==> src/design/wcpf_pkg.sv <==
// ----------------------------------------------------------------------------
// wcpf_pkg
// Types and constants shared by the close pair finder modules.
// ----------------------------------------------------------------------------
`default_nettype none
package wcpf_pkg;

  localparam int unsigned IDX_W = 48;
  localparam int unsigned POS_W = 32;
  localparam int unsigned THR_W = 64;
  localparam int unsigned CFG_W = 64;
  localparam int unsigned CFG_IDX_W = 1;

  localparam logic [CFG_IDX_W-1:0] CFG_MAX_SEP_SQ = 1'd0;
  localparam logic [CFG_IDX_W-1:0] CFG_INDEX_GAP  = 1'd1;

  localparam logic [THR_W-1:0] MAX_SEP_SQ_RST = 64'd9663676416;
  localparam logic [IDX_W-1:0] INDEX_GAP_RST  = 48'd10000;

  typedef struct packed {
    logic [IDX_W-1:0] point_index;
    logic [POS_W-1:0] pos_x;
    logic [POS_W-1:0] pos_y;
    logic [POS_W-1:0] pos_z;
  } in_t;

  typedef struct packed {
    logic [IDX_W-1:0] earlier_index;
    logic [IDX_W-1:0] later_index;
    logic             pair_found;
    logic             window_overflow;
    logic             last;
  } out_t;

  function automatic logic [POS_W-1:0] absdiff_pos(input logic [POS_W-1:0] a,
                                                   input logic [POS_W-1:0] b);
    return (a > b) ? a - b : b - a;
  endfunction

  function automatic logic [IDX_W-1:0] absdiff_idx(input logic [IDX_W-1:0] a,
                                                   input logic [IDX_W-1:0] b);
    return (a > b) ? a - b : b - a;
  endfunction

endpackage
`default_nettype wire

==> src/design/wcpf_front.sv <==
// ----------------------------------------------------------------------------
// wcpf_front
// Accepts points and holds them in a two-entry queue for the back end.
// ----------------------------------------------------------------------------
`default_nettype none
module wcpf_front (
  input  logic           clk_i,
  input  logic           rst_ni,
  input  logic           in_valid_i,
  output logic           in_stall_o,
  input  wcpf_pkg::in_t  in_data_i,
  output logic           q_valid_o,
  output wcpf_pkg::in_t  q_data_o,
  input  logic           q_pop_i
);
  import wcpf_pkg::*;

  in_t        buf_q [2];
  logic       wp_q, rp_q;
  logic [1:0] cnt_q;
  logic       push;

  assign in_stall_o = (cnt_q == 2'd2);
  assign push       = in_valid_i && !in_stall_o;
  assign q_valid_o  = (cnt_q != 2'd0);
  assign q_data_o   = buf_q[rp_q];

  always_ff @(posedge clk_i) begin
    if (push) begin
      buf_q[wp_q] <= in_data_i;
    end
  end

  always_ff @(posedge clk_i or negedge rst_ni) begin
    if (!rst_ni) begin
      wp_q  <= 1'b0;
      rp_q  <= 1'b0;
      cnt_q <= 2'd0;
    end else begin
      if (push) begin
        wp_q <= ~wp_q;
      end
      if (q_pop_i) begin
        rp_q <= ~rp_q;
      end
      cnt_q <= cnt_q + {1'b0, push} - {1'b0, q_pop_i};
    end
  end
endmodule
`default_nettype wire

==> config.mk <==
export PLATFORM = sky130hd
export DESIGN_NAME = wcpf_front
export DESIGN_NICKNAME = d
export VERILOG_FILES = /design/src/design/wcpf_pkg.sv /design/src/design/wcpf_front.sv
export SDC_FILE = /design/constraint.sdc
export NUM_CORES = 1
export LEC_CHECK = 0
export BUFFER_PORTS_ARGS = -buffer_cell sky130_fd_sc_hd__buf_4
export CORE_MARGIN = 1.5
export CORE_UTILIZATION = 49
export CTS_BUF_LIST = sky130_fd_sc_hd__clkbuf_4 sky130_fd_sc_hd__clkbuf_8
export DETAILED_ROUTE_END_ITERATION = 10
export MAX_ROUTING_LAYER = met4
export PLACE_DENSITY_LB_ADDON = 0.2
export SLEW_MARGIN = 20
export SYNTH_ARGS = -nofsm -noshare
export SYNTH_HDL_FRONTEND = slang
export SYNTH_SLANG_ARGS = --single-unit
==> constraint.sdc <==
create_clock -name clk_i -period 7.7 [get_ports clk_i]
set_input_delay 0.77 -clock clk_i [delete_from_list [all_inputs] [get_ports clk_i]]
set_output_delay 0.77 -clock clk_i [all_outputs]
set_load 0.02 [all_outputs]
==> impl.org <==
** STA
- Peak Freq :: 286 MHz
- Between clock sinks in the finished design, the worst skew comes to 0.0283 ns.
- Setup repair after global routing left no endpoint under its margin.
- After routing, the total negative slack on setup checks comes to 0 ns.
- Setup-violating endpoint count in the final report :: 0
- Slew margin rel. :: 33.2%
- The final count of pins violating max slew was 0.
- The worst path in the final design needs a cycle of 3.50 ns, including I/O delays and setup.
- Of the available clock period, the critical path in the final layout requires 45.4%.
- Number of hold violations in the final report :: 0
- Transition time at the pin with the least slew margin :: 1.00 ns

** Clock network
- Clock-pin slew was measured on the worst setup and hold paths at 0.06 ns.
- The clock passes through at most 3 buffers.
- Clock latency on the worst-skew pair, taken at its later pin, is 0.54 ns.
- The root buffer cell chosen for the clock tree is sky130_fd_sc_hd__clkbuf_8.
- CTS tree :: yes
- CTS saw 292 sinks.
- Counting the buffers created by CTS gives 45.
- Number of H-tree levels :: 2

** Drt
- The first TritonRoute pass finished after 4 iterations.
- Routed vias/inst :: 4.90
- The routed layout has 5,414 vias.
- In the final routed layout, each cell accounts on average for 17.9 um.
- The count of nets left with antenna violations once routing finished came out at 0.
- Detailed-route wire length :: 19.8 mm
- Starting DRC count in detailed routing :: 238
- DR DRC count :: 0

** Placement
- Input and output buffers added on the ports amount to 293.
- The HPWL after detailed placement is 13.2 mm.
- Routability-driven placement finished with a final weighted congestion of 0.725.

** Setup path
- The most numerous cell type found on the critical path is sky130_fd_sc_hd__buf_4.
- The critical path goes through buf_4 -> mux2_2 -> buf_4.
- The worst setup path is launched from a flip-flop.
- Max FO, Critical Path :: 60
- Highest-delay cell along the critical path :: sky130_fd_sc_hd__buf_4
- For the worst setup path, the data required time is 6.93 ns.
- Critical path type :: flip-flop to output pin
- Crit path largest cell delay :: 0.83 ns
- Worst path arrival time :: 2.73 ns
- Crit. End Element :: output pin

** Final layout
- Syn-to-layout area delta :: 31.0%
- Diode insertion count for antenna repair :: 0
- Cells fill 65.1% of the core in the end.
- Number of fill cells in the layout :: 1,499
- Layout cell share with drive strength beyond 1 :: 62.0%
- In the final design database the tool counted 945 nets.

** Synthesis
- The synthesized netlist devotes 0.232% of its cell area to adder and majority cells.
- Summing the sequential cell areas from Yosys gives 81.2% of the chip area.
- Synth area leader :: sky130_fd_sc_hd__edfxtp_1
- After technology mapping, the gate count stands at 465.
- The synthesized design contains 288 enable-type register cells.
- After synthesis, the share of cell area in mux cells is 16.8%.
- Xor/xnor share of the synthesized area :: 0.325%
- Syn Std Cell Area :: 0.0108 mm2
- Cell variety after synth :: 15
- Yosys printed 0 warnings.
- Fraction of the mapped netlist area in compound gates :: 0%
- Prevailing post-synth register cell :: sky130_fd_sc_hd__edfxtp_1
- In the synthesized netlist the async set-or-reset flop fraction comes to 1.37%.
- Post-Synth Simple-Gate Area :: 0.244%
- Commonest cells in the netlist :: sky130_fd_sc_hd__edfxtp_1, sky130_fd_sc_hd__mux2_2, sky130_fd_sc_hd__mux2_4, sky130_fd_sc_hd__buf_2, sky130_fd_sc_hd__buf_6
- Synth Net Count :: 615
- A synthesized cell averages 23.2 um2.
- The most common cell in the synthesized netlist is sky130_fd_sc_hd__edfxtp_1.
- After synthesis, the largest family of logic cells by area is multiplexers.
- In this run, synthesis produced a sequential element count of 292.
- Area share of the largest cell type after synthesis :: 80.3%
- Top area cells in the synthesized netlist :: sky130_fd_sc_hd__edfxtp_1, sky130_fd_sc_hd__mux2_2, sky130_fd_sc_hd__mux2_4

** Floorplan
- Chip Width :: 151 um
- The floorplan step defined a die boundary enclosing 0.0229 mm2.
- During I/O placement, the number of pins put on the boundary was 294.
- Die boundary height :: 151 um
- Initial core utilization :: 49.7%
- The region available for standard cell placement spans 0.0217 mm2.
- The floorplan has 54 rows.

** Global routing
- Number of global-route vias before repair :: 5,759
- Maximum number of pins on one net before global-route repair :: 86
- The initial antenna violation count is 0.
- Global routing consumed, over all layers together, 17.2% of the routing resources.
- Wire length of the first global-routing pass :: 28.8 mm
- Total overflow reported by the global router :: 0

** Job
- The tool flagged a number of max-cap violations equal to 0.

** Status
- The run finished with clean final reports.

** Power and ir drop
- P per Cell Area :: 388 mW/mm2
- VDD sags by at most 0.000220 V.
- Final Total Pwr :: 5480 uW
- Leakage power :: 0.00544 uW

** Worst hold path
- Tightest Hold Check Type :: primary input to flip-flop
cell usage in the layout (no fill, tap or decap), types with 2 or more instances in the layout:
cell,count
sky130_fd_sc_hd__buf_4,297
sky130_fd_sc_hd__edfxtp_1,288
sky130_fd_sc_hd__mux2_2,94
sky130_fd_sc_hd__mux2_4,50
sky130_fd_sc_hd__clkbuf_8,47
sky130_fd_sc_hd__clkbuf_4,14
sky130_fd_sc_hd__clkinv_1,12
sky130_fd_sc_hd__xnor2_1,3
sky130_fd_sc_hd__clkinv_2,3
sky130_fd_sc_hd__dfrtp_1,3
sky130_fd_sc_hd__inv_1,2
sky130_fd_sc_hd__ha_1,2
flip-flops by register name (all words and copies together) (netlist names):
name,count
buf_q,288
cnt_q,2
rp_q,1
wp_q,1
what timing repair did:
| item | 4_1_cts | 5_1_grt |
|---|---|---|
| setup endpoints to repair | 0 | 0 |
| setup buffers | 0 | 0 |
| hold buffers | 1 | 0 |
| gates resized for setup | 0 | 0 |
| endpoints found under the hold margin | 3 | 0 |
per-layer routing:
layer  global-route usage [%]  up-vias  routed length, um
li1                         -     2513                  -
met1                     18.2     2613               7110
met2                     29.1      242              10100
met3                     6.39       46               2060
met4                     7.18        0                529
met5                        -        -                  0
critical path: cells and delay by family (launching register included):
| kind | cells | cell delay (ns) |
|---|---|---|
| mux | 1 | 0.42 |
| flops | 1 | 0.72 |
| buf+inv | 2 | 0.99 |
power breakdown:
part	internal (uW)	switching (uW)
Clock	662	534
Combinational	925	1060
Sequential	2180	112
Total	3770	1710
per-stage QoR:
| stage | hold slack (ns) | std cells | worst slack [ns] | cell area (um2) |
|---|---|---|---|---|
| floorplan | 0.460 | 465 | 0.208 | 10800 |
| CTS | 0.368 | 1106 | 4.12 | 14100 |
| global route | 0.380 | 1106 | 4.01 | 14100 |
| detailed placement | 0.503 | 1027 | 4.50 | 13300 |
| finish | 0.412 | 1106 | 4.20 | 14100 |
| global placement | 0.502 | 1027 | 4.55 | 13300 |
logic make-up after synthesis:
kind of cell,Yosys count
xor gates and xnor gates,4
adders and majority gates,2
buffers and inverters,18
DFF,292
muxes,144
and+or+nand+nor,5
final timing paths:
| path | start | to | slack [ns] | cells after the start |
|---|---|---|---|---|
| min in group asynchronous | rst_ni | wp_q | 0.59 | 2 |
| setup / recovery | rp_q | q_data_o[29] | 4.20 | 3 |
| setup reg to reg | cnt_q[1] | buf_q[0][100] | 4.80 | 5 |
| hold / removal | in_data_i[28] | buf_q[1][28] | 0.41 | 1 |
| hold reg to reg | cnt_q[0] | cnt_q[0] | 0.51 | 1 |
| max in group asynchronous | rst_ni | rp_q | 6.97 | 2 |
area by class of cell:
| type | instances | area (um2) | share of cell area, % |
|---|---|---|---|
| inverters | 2 | 7.51 | 0.0532 |
| multi-input cells | 155 | 1910 | 13.5 |
| clock buffers | 61 | 752 | 5.33 |
| clock inverters | 17 | 97.6 | 0.691 |
| well taps | 280 | 350 | 2.48 |
| repair buffers | 299 | 2250 | 15.9 |
| flip-flops and latches | 292 | 8750 | 62.0 |
Power figures use the tool's default switching activity.
